`src/hw/rtl/amss_pkg.sv`:
```
`default_nettype none
// ----------------------------------------------------------------------------
// amss_pkg: shared types and constants of the adaptive MCMC step scaler
// Holds the request and result beat formats, the register indexes and the
// elaboration-time arithmetic that builds the step scale table.
// ----------------------------------------------------------------------------
package amss_pkg;

    typedef struct packed {
        logic        req_type;
        logic [31:0] chain_length;
        logic [31:0] current_first;
        logic [31:0] previous_first;
        logic [3:0]  load_index;
        logic [31:0] load_value;
    } t_amss_in;

    typedef struct packed {
        logic [3:0]  param_index;
        logic [31:0] step_size;
        logic        window_closed;
        logic        last;
    } t_amss_out;

    localparam logic       REQ_ITER = 1'b0;
    localparam logic       REQ_LOAD = 1'b1;

    localparam logic [1:0] CFG_BURNIN = 2'd0;
    localparam logic [1:0] CFG_SINGLE = 2'd1;
    localparam logic [1:0] CFG_ACTIVE = 2'd2;

    localparam int          CNT_W     = 5;
    localparam logic [31:0] UNITY_Q16 = 32'h0001_0000;

    localparam logic [63:0] LN2_Q30 = 64'd744261118;
    localparam logic [63:0] C0 = ((64'd2515517 << 30) + 64'd500000) / 64'd1000000;
    localparam logic [63:0] C1 = ((64'd802853 << 30) + 64'd500000) / 64'd1000000;
    localparam logic [63:0] C2 = ((64'd10328 << 30) + 64'd500000) / 64'd1000000;
    localparam logic [63:0] D0 = ((64'd1432788 << 30) + 64'd500000) / 64'd1000000;
    localparam logic [63:0] D1 = ((64'd189269 << 30) + 64'd500000) / 64'd1000000;
    localparam logic [63:0] D2 = ((64'd1308 << 30) + 64'd500000) / 64'd1000000;

    // Shift-subtract division, used only while the scale table is built.
    function automatic logic [63:0] udiv64(input logic [63:0] a, input logic [63:0] b);
        logic [64:0] rem;
        logic [63:0] quo;
        rem = '0;
        quo = '0;
        for (int i = 63; i >= 0; i--) begin
            rem = {rem[63:0], a[i]};
            if (rem >= {1'b0, b}) begin
                rem    = rem - {1'b0, b};
                quo[i] = 1'b1;
            end
        end
        return quo;
    endfunction

    // log2 in Q.30: integer part from the top set bit, fraction by squaring.
    function automatic logic [63:0] log2_q30(input logic [63:0] n);
        logic [63:0] e;
        logic [63:0] m;
        logic [63:0] frac;
        e    = '0;
        frac = '0;
        if (n == 64'd0) begin
            return 64'd0;
        end
        for (int j = 0; j < 29; j++) begin
            if ((n >> (e + 64'd1)) != 64'd0) begin
                e = e + 64'd1;
            end
        end
        m = n << (64'd30 - e);
        for (int j = 0; j < 30; j++) begin
            m    = (m * m) >> 30;
            frac = frac << 1;
            if (m >= (64'd2 << 30)) begin
                m       = m >> 1;
                frac[0] = 1'b1;
            end
        end
        return (e << 30) | frac;
    endfunction

    function automatic logic [63:0] isqrt64(input logic [63:0] v_in);
        logic [63:0] v;
        logic [63:0] r;
        logic [63:0] b;
        v = v_in;
        r = '0;
        b = 64'd1 << 62;
        for (int j = 0; j < 32; j++) begin
            if (b > v) begin
                b = b >> 2;
            end
        end
        for (int j = 0; j < 32; j++) begin
            if (b != 64'd0) begin
                if (v >= r + b) begin
                    v = v - (r + b);
                    r = (r >> 1) + b;
                end else begin
                    r = r >> 1;
                end
                b = b >> 2;
            end
        end
        return r;
    endfunction

    // Rational approximation of the upper normal quantile for p = num/den.
    function automatic logic signed [63:0] neg_quantile(input logic [63:0] num,
                                                        input logic [63:0] den);
        logic [63:0] diff;
        logic [63:0] x;
        logic [63:0] t;
        logic [63:0] nu;
        logic [63:0] de;
        logic [63:0] q;
        diff = log2_q30(den) - log2_q30(num);
        x    = (diff * LN2_Q30) >> 29;
        t    = isqrt64(x << 30);
        nu   = ((C2 * t) >> 30) + C1;
        nu   = ((nu * t) >> 30) + C0;
        de   = ((D2 * t) >> 30) + D1;
        de   = ((de * t) >> 30) + D0;
        de   = ((de * t) >> 30) + (64'd1 << 30);
        q    = udiv64(nu << 30, de);
        return $signed(t) - $signed(q);
    endfunction

    // Q16.16 scale for k acceptances in a window of the given length.
    function automatic logic [31:0] scale_entry(input logic [63:0] k,
                                                input logic [63:0] window,
                                                input logic        single);
        logic signed [63:0] gt;
        logic signed [63:0] gr;
        logic [63:0]        s;
        gt = single ? neg_quantile(64'd11, 64'd50) : neg_quantile(64'd117, 64'd1000);
        gr = neg_quantile(k, window << 1);
        if (gt <= 64'sd0) begin
            return 32'd0;
        end
        if (gr <= 64'sd0) begin
            return 32'hFFFF_FFFF;
        end
        s = udiv64($unsigned(gt) << 16, $unsigned(gr));
        return (s > 64'h0000_0000_FFFF_FFFF) ? 32'hFFFF_FFFF : s[31:0];
    endfunction

endpackage
`default_nettype wire

```
`src/hw/rtl/amss_step_mem.sv`:
```
`default_nettype none
// ----------------------------------------------------------------------------
// amss_step_mem: step size memory
// One write port and one read port; read data is registered and held while
// the read enable is low.
// ----------------------------------------------------------------------------
module amss_step_mem #(
    parameter int DEPTH = 16,
    parameter int AW    = 4
) (
    input  wire logic          i_clk,
    input  wire logic          i_we,
    input  wire logic [AW-1:0] i_waddr,
    input  wire logic [31:0]   i_wdata,
    input  wire logic          i_re,
    input  wire logic [AW-1:0] i_raddr,
    output logic [31:0]        o_rdata
);

    logic [31:0] r_mem [DEPTH];
    logic [31:0] r_rdata;

    always_ff @(posedge i_clk) begin
        if (i_we) begin
            r_mem[i_waddr] <= i_wdata;
        end
    end

    always_ff @(posedge i_clk) begin
        if (i_re) begin
            r_rdata <= r_mem[i_raddr];
        end
    end

    assign o_rdata = r_rdata;

endmodule
`default_nettype wire

```
`src/hw/rtl/amss_scale_rom.sv`:
```
`default_nettype none
// ----------------------------------------------------------------------------
// amss_scale_rom: step scale table
// Two tables built at elaboration, one per target acceptance rate, indexed
// by the clamped acceptance count. Entry zero holds the value for one
// acceptance. The output is registered; outside a window close it is unity.
// ----------------------------------------------------------------------------
module amss_scale_rom
    import amss_pkg::*;
#(
    parameter int WINDOW = 64,
    parameter int KW     = 6
) (
    input  wire logic          i_clk,
    input  wire logic          i_en,
    input  wire logic          i_closed,
    input  wire logic          i_single,
    input  wire logic [KW-1:0] i_kidx,
    output logic [31:0]        o_scale
);

    logic [31:0] w_rom_hi [WINDOW];
    logic [31:0] w_rom_lo [WINDOW];
    logic [31:0] r_scale;

    for (genvar g = 0; g < WINDOW; g++) begin : g_rom
        localparam logic [63:0] K_VAL = (g == 0) ? 64'd1 : 64'(g);
        localparam logic [31:0] S_HI  = scale_entry(K_VAL, 64'(WINDOW), 1'b1);
        localparam logic [31:0] S_LO  = scale_entry(K_VAL, 64'(WINDOW), 1'b0);
        assign w_rom_hi[g] = S_HI;
        assign w_rom_lo[g] = S_LO;
    end

    always_ff @(posedge i_clk) begin
        if (i_en) begin
            if (!i_closed) begin
                r_scale <= UNITY_Q16;
            end else if (i_single) begin
                r_scale <= w_rom_hi[i_kidx];
            end else begin
                r_scale <= w_rom_lo[i_kidx];
            end
        end
    end

    assign o_scale = r_scale;

endmodule
`default_nettype wire

```
`src/hw/rtl/adaptive_mcmc_step_scaler.sv`:
```
`default_nettype none
// ----------------------------------------------------------------------------
// adaptive_mcmc_step_scaler: adaptive Metropolis step size scaler
// Counts acceptances during burn-in and rescales the active step sizes at the
// end of each window; every sampler iteration returns the active step sizes.
// ----------------------------------------------------------------------------
// A load request returns nothing. A sampler iteration takes the request,
// reads the scale table, then passes one step size per cycle, while the
// result side does not stall, through the single read port of the step
// memory, followed by the multiply and output stages. Results are beats in
// index order; each beat carries the stored (or rescaled and written back)
// step size. The next request is taken as soon as the final beat of an
// iteration sits in the output register. Step sizes must be loaded before
// they are first returned.
// ----------------------------------------------------------------------------
module adaptive_mcmc_step_scaler
    import amss_pkg::*;
#(
    parameter int WINDOW     = 64,
    parameter int MAX_PARAMS = 16
) (
    input  wire logic        i_clk,
    input  wire logic        i_rst_n,
    input  wire logic        i_in_valid,
    output logic             o_in_ready,
    input  wire t_amss_in    i_in_data,
    output logic             o_out_valid,
    input  wire logic        i_out_ready,
    output t_amss_out        o_out_data,
    input  wire logic        i_cfg_we,
    input  wire logic [1:0]  i_cfg_index,
    input  wire logic [31:0] i_cfg_data
);

    localparam int WC_W = $clog2(WINDOW + 1);
    localparam int KW   = $clog2(WINDOW);
    localparam int AW   = (MAX_PARAMS > 1) ? $clog2(MAX_PARAMS) : 1;
    localparam logic [CNT_W-1:0] CAP_N = CNT_W'((MAX_PARAMS < 16) ? MAX_PARAMS : 16);

    typedef enum logic [1:0] {
        S_IDLE,
        S_SCALE,
        S_RUN,
        S_DRAIN
    } t_state;

    t_state            r_state, n_state;
    logic [31:0]       r_burnin, n_burnin;
    logic              r_single, n_single;
    logic [4:0]        r_active, n_active;
    logic [WC_W-1:0]   r_accept, n_accept;
    logic [WC_W-1:0]   r_wpos, n_wpos;
    logic              r_closed, n_closed;
    logic [KW-1:0]     r_kidx, n_kidx;
    logic [CNT_W-1:0]  r_count, n_count;
    logic [CNT_W-1:0]  r_issue, n_issue;
    logic              r_v1, n_v1;
    logic              r_v2, n_v2;
    logic              r_out_valid, n_out_valid;
    logic [3:0]        r_idx1, n_idx1;
    logic [3:0]        r_idx2, n_idx2;
    logic              r_last1, n_last1;
    logic              r_last2, n_last2;
    logic [63:0]       r_prod, n_prod;
    t_amss_out         r_out_data, n_out_data;

    logic              w_adv;
    logic              w_in_acc;
    logic              w_in_burn;
    logic [WC_W-1:0]   w_acc_inc;
    logic [WC_W-1:0]   w_wpos_inc;
    logic              w_issue_last;
    logic [CNT_W-1:0]  w_active_n;
    logic [31:0]       w_step;
    logic [31:0]       w_rd_data;
    logic [31:0]       w_scale;
    logic              w_load_we;
    logic              w_mem_we;
    logic [AW-1:0]     w_mem_waddr;
    logic [31:0]       w_mem_wdata;

    assign o_in_ready  = (r_state == S_IDLE);
    assign w_in_acc    = i_in_valid && o_in_ready;
    assign w_adv       = !r_out_valid || i_out_ready;
    assign o_out_valid = r_out_valid;
    assign o_out_data  = r_out_data;

    assign w_in_burn  = (i_in_data.chain_length >= 32'd2) &&
                        (i_in_data.chain_length <= r_burnin);
    assign w_acc_inc  = r_accept + WC_W'(i_in_data.current_first != i_in_data.previous_first);
    assign w_wpos_inc = r_wpos + WC_W'(1);

    assign w_active_n = (r_active == 5'd0) ? CNT_W'(1) :
                        ((r_active > CAP_N) ? CAP_N : r_active);
    assign w_issue_last = (r_issue == r_count - CNT_W'(1));

    // A product above 16 integer bits saturates.
    assign w_step = (r_prod[63:48] != 16'd0) ? 32'hFFFF_FFFF : r_prod[47:16];

    assign w_load_we = w_in_acc && (i_in_data.req_type == REQ_LOAD) &&
                       (32'(i_in_data.load_index) < 32'(MAX_PARAMS));
    assign w_mem_we    = w_load_we || (w_adv && r_v2);
    assign w_mem_waddr = w_load_we ? AW'(i_in_data.load_index) : AW'(r_idx2);
    assign w_mem_wdata = w_load_we ? i_in_data.load_value : w_step;

    amss_step_mem #(
        .DEPTH (MAX_PARAMS),
        .AW    (AW)
    ) u_mem (
        .i_clk   (i_clk),
        .i_we    (w_mem_we),
        .i_waddr (w_mem_waddr),
        .i_wdata (w_mem_wdata),
        .i_re    (w_adv),
        .i_raddr (AW'(r_issue)),
        .o_rdata (w_rd_data)
    );

    amss_scale_rom #(
        .WINDOW (WINDOW),
        .KW     (KW)
    ) u_rom (
        .i_clk    (i_clk),
        .i_en     (r_state == S_SCALE),
        .i_closed (r_closed),
        .i_single (r_single),
        .i_kidx   (r_kidx),
        .o_scale  (w_scale)
    );

    always_comb begin
        n_state     = r_state;
        n_burnin    = r_burnin;
        n_single    = r_single;
        n_active    = r_active;
        n_accept    = r_accept;
        n_wpos      = r_wpos;
        n_closed    = r_closed;
        n_kidx      = r_kidx;
        n_count     = r_count;
        n_issue     = r_issue;
        n_v1        = r_v1;
        n_v2        = r_v2;
        n_out_valid = r_out_valid;
        n_idx1      = r_idx1;
        n_idx2      = r_idx2;
        n_last1     = r_last1;
        n_last2     = r_last2;
        n_prod      = r_prod;
        n_out_data  = r_out_data;

        if (i_cfg_we) begin
            case (i_cfg_index)
                CFG_BURNIN: n_burnin = i_cfg_data;
                CFG_SINGLE: n_single = i_cfg_data[0];
                CFG_ACTIVE: n_active = i_cfg_data[4:0];
                default: ;
            endcase
        end

        case (r_state)
            S_IDLE: begin
                if (w_in_acc && (i_in_data.req_type == REQ_ITER)) begin
                    n_closed = 1'b0;
                    n_kidx   = (w_acc_inc >= WC_W'(WINDOW)) ? KW'(WINDOW - 1) : KW'(w_acc_inc);
                    if (w_in_burn) begin
                        if (w_wpos_inc >= WC_W'(WINDOW)) begin
                            n_accept = '0;
                            n_wpos   = '0;
                            n_closed = 1'b1;
                        end else begin
                            n_accept = w_acc_inc;
                            n_wpos   = w_wpos_inc;
                        end
                    end
                    n_count = w_active_n;
                    n_issue = '0;
                    n_state = S_SCALE;
                end
            end
            S_SCALE: begin
                n_state = S_RUN;
            end
            S_RUN: begin
                if (w_adv) begin
                    n_issue = r_issue + CNT_W'(1);
                    if (w_issue_last) begin
                        n_state = S_DRAIN;
                    end
                end
            end
            S_DRAIN: begin
                if (w_adv && r_v2 && r_last2) begin
                    n_state = S_IDLE;
                end
            end
            default: n_state = S_IDLE;
        endcase

        // The whole rescale pipeline moves only when the output register frees.
        if (w_adv) begin
            n_v1        = (r_state == S_RUN);
            n_idx1      = r_issue[3:0];
            n_last1     = w_issue_last;
            n_v2        = r_v1;
            n_idx2      = r_idx1;
            n_last2     = r_last1;
            n_prod      = {32'd0, w_rd_data} * {32'd0, w_scale};
            n_out_valid = r_v2;
            n_out_data  = '{param_index:   r_idx2,
                            step_size:     w_step,
                            window_closed: r_closed,
                            last:          r_last2};
        end
    end

    always_ff @(posedge i_clk) begin
        if (!i_rst_n) begin
            r_state     <= S_IDLE;
            r_burnin    <= '0;
            r_single    <= 1'b0;
            r_active    <= 5'd1;
            r_accept    <= WC_W'(1);
            r_wpos      <= WC_W'(1);
            r_closed    <= 1'b0;
            r_kidx      <= '0;
            r_count     <= CNT_W'(1);
            r_issue     <= '0;
            r_v1        <= 1'b0;
            r_v2        <= 1'b0;
            r_out_valid <= 1'b0;
        end else begin
            r_state     <= n_state;
            r_burnin    <= n_burnin;
            r_single    <= n_single;
            r_active    <= n_active;
            r_accept    <= n_accept;
            r_wpos      <= n_wpos;
            r_closed    <= n_closed;
            r_kidx      <= n_kidx;
            r_count     <= n_count;
            r_issue     <= n_issue;
            r_v1        <= n_v1;
            r_v2        <= n_v2;
            r_out_valid <= n_out_valid;
        end
        r_idx1     <= n_idx1;
        r_idx2     <= n_idx2;
        r_last1    <= n_last1;
        r_last2    <= n_last2;
        r_prod     <= n_prod;
        r_out_data <= n_out_data;
    end

endmodule
`default_nettype wire
```
`config.mk`:
```
export PLATFORM = sky130hd
export DESIGN_NAME = adaptive_mcmc_step_scaler
export DESIGN_NICKNAME = d
export VERILOG_FILES = /design/src/hw/rtl/amss_pkg.sv /design/src/hw/rtl/amss_step_mem.sv /design/src/hw/rtl/amss_scale_rom.sv /design/src/hw/rtl/adaptive_mcmc_step_scaler.sv
export SDC_FILE = /design/constraint.sdc
export NUM_CORES = 2
export LEC_CHECK = 0
export BUFFER_PORTS_ARGS = -buffer_cell sky130_fd_sc_hd__buf_4
export CAP_MARGIN = 5
export CORE_MARGIN = 1.5
export CORE_UTILIZATION = 50
export DETAILED_ROUTE_END_ITERATION = 10
export PLACE_DENSITY = 0.73
export SLEW_MARGIN = 20
export SYNTH_ARGS = -nofsm -noshare
export SYNTH_HDL_FRONTEND = slang
export SYNTH_HIERARCHICAL = 1
export SYNTH_SLANG_ARGS = --single-unit
```
`constraint.sdc`:
```
create_clock -name i_clk -period 6.3 [get_ports i_clk]
set_input_delay 0.63 -clock i_clk [delete_from_list [all_inputs] [get_ports i_clk]]
set_output_delay 0.63 -clock i_clk [all_outputs]
set_load 0.05 [all_outputs]
```
---- After elaboration in Yosys (flattened, before gate mapping) ----
Memories as Yosys holds them, arrays and structs flattened. A register that Yosys moved wholly into a read port is not among the register bits.
Cells that the tools add are included.
word-level totals
  memories ................................ 3
  bits in latches ......................... 0
  register bits after elaboration ......... 218
  memory bits (writable) .................. 512
  ROM bits ................................ 4096
  logic and storage cells ................. 96
memory list
  memory           depth  width  rd ports  clocked after memory_dff  write ports  RTL line              source
  (no name shown)  64     32     1         0                         0            amss_scale_rom.sv:41  r_scale <= w_rom_lo[i_kidx];
  (no name shown)  64     32     1         0                         0            amss_scale_rom.sv:39  r_scale <= w_rom_hi[i_kidx];
  u_mem.r_mem      16     32     1         1                         1            amss_step_mem.sv:20   logic [31:0] r_mem [DEPTH];
operators by class
  shifts and indexed selects .............. 0
  bitwise operators ....................... 2
  equal/unequal tests ..................... 11
  mux-type cells .......................... 25
  $mul .................................... 1
  order comparisons ....................... 6
  divide/modulo/power cells ............... 0
  reduce and logical (&&, ||, !) cells .... 21
  add/sub/neg operators ................... 4
operator list
  operator                                                             count
  2-to-1 mux 32 bit                                                    7
  multiplier 32 x 32 -> 64 bit                                         1
  greater-or-equal comparator 32 x 2 -> 1 bit (second input constant)  1
  <= comparator 32 bit                                                 1
  inequality test 32 bit                                               1
  greater-or-equal comparator 7 bit (second input constant)            3
  2-to-1 mux 5 bit                                                     4
  nonzero test 16 bit                                                  1
  2-to-1 mux 7 bit                                                     2
  one-hot mux 5 bit (2 select lines)                                   1
  2-to-1 mux 2 bit                                                     4
  one-hot mux 2 bit (4 select lines)                                   1
  AND reduction 2 bit                                                  4
  adder 7 x 1 -> 7 bit                                                 1
  adder 7 x 1 -> 7 bit (second input constant)                         1
  NOT 6 -> 7 bit                                                       1
  equality test 2 bit (second input constant)                          3
  logical AND 1 bit                                                    6
  2-to-1 mux 6 bit                                                     1
  inequality test 2 bit (second input constant)                        3
  AND reduction 3 bit                                                  2
  adder 5 x 1 -> 5 bit (second input constant)                         1
  equality test 5 bit                                                  1
  greater-than comparator 5 bit (second input constant)                1
  other kinds (12)                                                     18

---- Depth between registers and ports, before layout ----
  word-level depth ........................ 6
  gate-level depth with buffers ........... 28
  mapped depth without buffers ............ 26

---- Cells and area by module ----
Netlist, hierarchy kept.
modules (own cells, without submodules)
  module                     instances  cells each  area an instance (um^2)
  adaptive_mcmc_step_scaler  1          4261        40598.9
  amss_step_mem              1          838         20174.3
  amss_scale_rom             1          559         4129.0

---- Worst setup path before layout ----
Ideal clock, no wire load.
  path kind ............................... register to register
  start point ............................. reg u_mem.r_rdata[20] (netlist: u_mem/o_rdata[20]), read port of u_mem.r_mem
  end point ............................... reg r_prod[48] (data pin)
  setup time .............................. 0.256 ns
  slack ................................... -0.653 ns
  arrival time ............................ 6.697 ns
  period minus slack after synthesis ...... 6.953 ns
  stages on the path, launching flop included .. 24
  path through ............................ edfxtp_1 buf_1 and2_1 fa_1 fa_1 inv_1 fa_1 fa_1 inv_1 fa_1 fa_1 fa_1 fa_1 ha_1 a21o_1 a21o_1 a21oi_1 o21ai_1 a221oi_1 nand2_2 a31oi_2 o31ai_2 o22ai_1 nor2_1
between the ends
  cells in the longest elaborated chain, start to end .. 1
ends and longest elaborated chain
  item                          RTL line                          source
  start, declared               amss_step_mem.sv:21               logic [31:0] r_rdata;
  multiplier 32 x 32 -> 64 bit  adaptive_mcmc_step_scaler.sv:208  n_prod = {32'd0, w_rd_data} * {32'd0, w_scale};
  end signal, assigned          adaptive_mcmc_step_scaler.sv:251  r_prod <= n_prod;
  end, declared                 adaptive_mcmc_step_scaler.sv:64   logic [63:0] r_prod, n_prod;
Every way passes these cells.
A chain may end at the register's enable or synchronous reset.

---- Final worst setup path ----
  start point ............................. reg u_mem.r_rdata[14] (netlist: u_mem/o_rdata[14]), read port of u_mem.r_mem
  end point ............................... reg r_prod[53] (data pin)
The elaborated chain is that of the path after synthesis.

==> flow_summary_export.csv <==
group,metric,value,unit
synth,synth_top_flop_cell,"edfxtp_1",
synth,ys_seq_elements,736,
floorplanning,start_util,50.3,%
outcome,failed_checks,"setup timing",
timing,hold_viol_final,0,
placed_design,gp_congestion,0.953,
grt,grt_max_degree,93,
drt,first_pass_iters,7,
grt,antenna_found_initial,6,
final_layout,area_growth,15.3,%
grt,grt_pass1_wl,279000,microns
clock_network,cts_made_buffers,73,
drt,drt-initial-drc-count,4731,
drt,wl_per_cell,22.6,microns
drt,drc,0,
timing,min_period_over_period,115,%
timing,setup_ws,-916,ps
setup_path,setup.worst_path.start_class,"flip-flop",
worst_hold_path,min-delay-start,"i_cfg_data[17]",
setup_path,slowest_delay,570,ps
synth,yosys_warnings,6,
floorplanning,die_area,132000,sq um
timing,slew_headroom,29.5,%
worst_hold_path,hold_path.class,"input port to flip-flop",
clock_network,ctsHoldBuffers,0,
setup_path,crit_top_cell,"fa_1",
grt,grt_pass1_vias,47214,
placed_design,dp_hpwl,130000,microns
floorplanning,die_x,363,microns
setup_path,cp_num_buf_inv,7,
drt,viasPerCell,5.64,
setup_path,crit_arrival,7590,ps
timing,timing.final.crit_period,7220,ps
placed_design,place_ws,-1050,ps
drt,vias,44317,
floorplanning,io_pins,212,
synth,synth_top_cell_area_share,30.6,%
synth,ys_types,103,
synth,synth-seq-area-share,32.9,%
placed_design,postPlaceCellArea,71200,sq um
final_layout,final_area,74800,sq um
setup_path,required,6680,ps
synth,synthArstFlopShare,0,%
setup_path,critPathCaptureType,"flip-flop",
setup_path,reg2reg_to,"r_prod[53]",
timing,finalSetupTns,-26750,ps
timing,tightestPinTransition,1060,ps
job,drv_cap,0,
synth,syn_inst,5658,
final_layout,drive_gt1_share,20.0,%
setup_path,cp_top_family,"adder cells",
setup_path,crit_type,"flip-flop to flip-flop",
floorplanning,core-area,129000,sq um
floorplanning,rows,132,
setup_path,slowest_stage,"fa_1",
grt,grt_usage,27.5,%
synth,synth.area.top_cells,"edfxtp_1 (31%), fa_1 (28%), ha_1 (6.1%)",
final_layout,multi_input_area,39900,sq um
timing,setup_viol,41,
clock_network,ctsLongestPathBuffers,3,
timing,worst_clock_skew,50.7,ps
clock_network,clkTransAtPathRegs,70,ps
synth,synth_edf_count,662,
placed_design,portBuffers,211,
setup_path,rrSetupSlack,-920,ps
setup_path,r2r_start,"u_mem/o_rdata[14]",
synth,yosysTopAreaCell,"edfxtp_1",
clock_network,cts_root_buffer,"clkbuf_16",
clock_network,cts.sinks,736,
worst_hold_path,worst_hold_path.num_cells,3,
drt,ant_nets,0,
clock_network,clk_latency,660,ps
clock_network,htreeDepth,3,
grt,grt_overflow,0,
timing,maxSlewViolCount,0,
timing,max_freq,0.139,GHz
setup_path,reg2reg_depth,26,
outcome,outcome,"finished, violations left",
floorplanning,die_h,363,microns
worst_hold_path,min_to,"r_burnin[17]",
synth,synth_area,64900,sq um
final_layout,seq_area,21400,sq um
clock_network,cts_tree,"yes",
timing,rsz0062_at_grt,"yes",
final_layout,num-fill-cells,10485,
final_layout,nets,7438,
drt,wirelength,178000,microns
setup_path,cp_max_fo,9,
final_layout,utilization,57.9,%
synth,syn_area_per_cell,11.5,sq um
==> flip-flops by register name (all words and copies together) (netlist names), 7 cells and up <==
name and flops:
r_prod 48, r_burnin 32, u_mem/o_rdata 32, r_wpos 7, u_mem/r_mem 512, u_rom/o_scale 22, o_out_data 38, r_accept 7
==> metal layers <==
metal | global-route usage [%] | part of all wire (%)
met5 | 0 | 0.0068
met4 | 7.51 | 2.6
met2 | 44.8 | 48
met1 | 38.4 | 41
met3 | 4.63 | 8.6
==> worst max path at each step <==
stage / to / slack [ps] / cells past startpoint / startpoint
after floorplan: r_prod[51] / -440 / 22 / u_rom/o_scale[5]
after global placement: r_prod[51] / -1000 / 23 / u_mem/o_rdata[10]
after detailed placement: r_prod[51] / -1050 / 23 / u_mem/o_rdata[26]
after CTS: r_prod[51] / -920 / 23 / u_mem/o_rdata[10]
after global routing: r_prod[51] / -1120 / 22 / u_mem/o_rdata[14]
final: r_prod[53] / -920 / 26 / u_mem/o_rdata[14]
==> per-stage QoR <==
step                hold WS [ps]  std cells
global route                 230       7854
finish                       233       7855
floorplan                    400       5667
global placement             401       7680
CTS                          194       7840
detailed placement           407       7680
==> worst register-to-register path, stage by stage (launching register included) <==
cell and delay (ps):
edfxtp_1 420, buf_12 170, buf_12 130, and2_4 150, fa_1 520, inv_1 50
fa_1 510, fa_1 460, fa_1 540, inv_1 50, fa_1 550, ha_4 210
fa_1 420, fa_1 570, ha_4 220, a21oi_1 230, o211ai_1 190, buf_4 190
a21oi_2 240, a211oi_2 60, buf_4 180, o2111ai_4 250, a21oi_2 110, nor2_2 140
nand2b_1 100, buf_4 150, xor2_1 140
==> synth_stat cells (17+ instances only) <==
cell and instances:
fa_1 895, inv_1 895, edfxtp_1 662, and2_1 622, nand2_1 610, ha_1 317, clkbuf_1 255, mux4_2 137
nor2_1 113, a21oi_1 101, o21ai_0 87, xnor2_1 76, dfxtp_1 74, a22oi_1 66, a21o_1 47, a21boi_0 43
buf_2 40, nand3_1 40, mux2_2 39, nor2b_1 38, or2_2 35, nand4_1 34, nand2b_1 27, buf_4 24
nor3_1 23, xor2_1 23, a211oi_1 19, a31oi_1 18, nor4_1 18, o211ai_1 17
==> cell usage in the layout, fill, tap and decap left out, types with 47 or more instances in the layout <==
cell,Yosys,layout
mux4_2,137,137
a21o_1,47,47
a22oi_1,66,66
edfxtp_1,662,662
inv_1,895,886
xnor2_1,76,73
dfxtp_1,74,68
buf_4,24,575
clkbuf_16,0,75
nand2_1,610,606
nor2_1,113,87
and2_1,622,592
o21ai_0,87,77
a21oi_1,101,78
ha_1,317,287
fa_1,895,860
==> cell families (layout without fill, tap and decap cells) <==
kind of cell	after synthesis	after routing	share of synthesized area, %
xor+xnor	99	99	1.34
other cells	1	12	0.00578
simple gates	1629	1629	12.9
fa+ha+maj	1212	1212	33.7
compound gates	554	554	5.97
mux	190	190	5.65
buf+inv	1237	1681	7.47
flops	736	736	32.9
==> layout make-up <==
cell class                 instances  area share [%]
clock buffer                      85            2.53
antenna                            2         0.00669
multi-input combinational       3694            53.3
inverter                         896            4.50
tap                             1742            2.91
clock inverter                    47           0.704
sequential                       736            28.6
timing repair buffer             653            7.47
==> repair_timing <==
item,4_1_cts,5_1_grt
buffers inserted,27,12
endpoints found under the hold margin,0,0
resized for setup,115,66
gates cloned,1,1
setup endpoints to repair,41,41
pin swaps,45,40
Power is left out: the tool's default activity adds up to more than one toggle a clock period on the data nets, which glitch-free logic cannot reach.
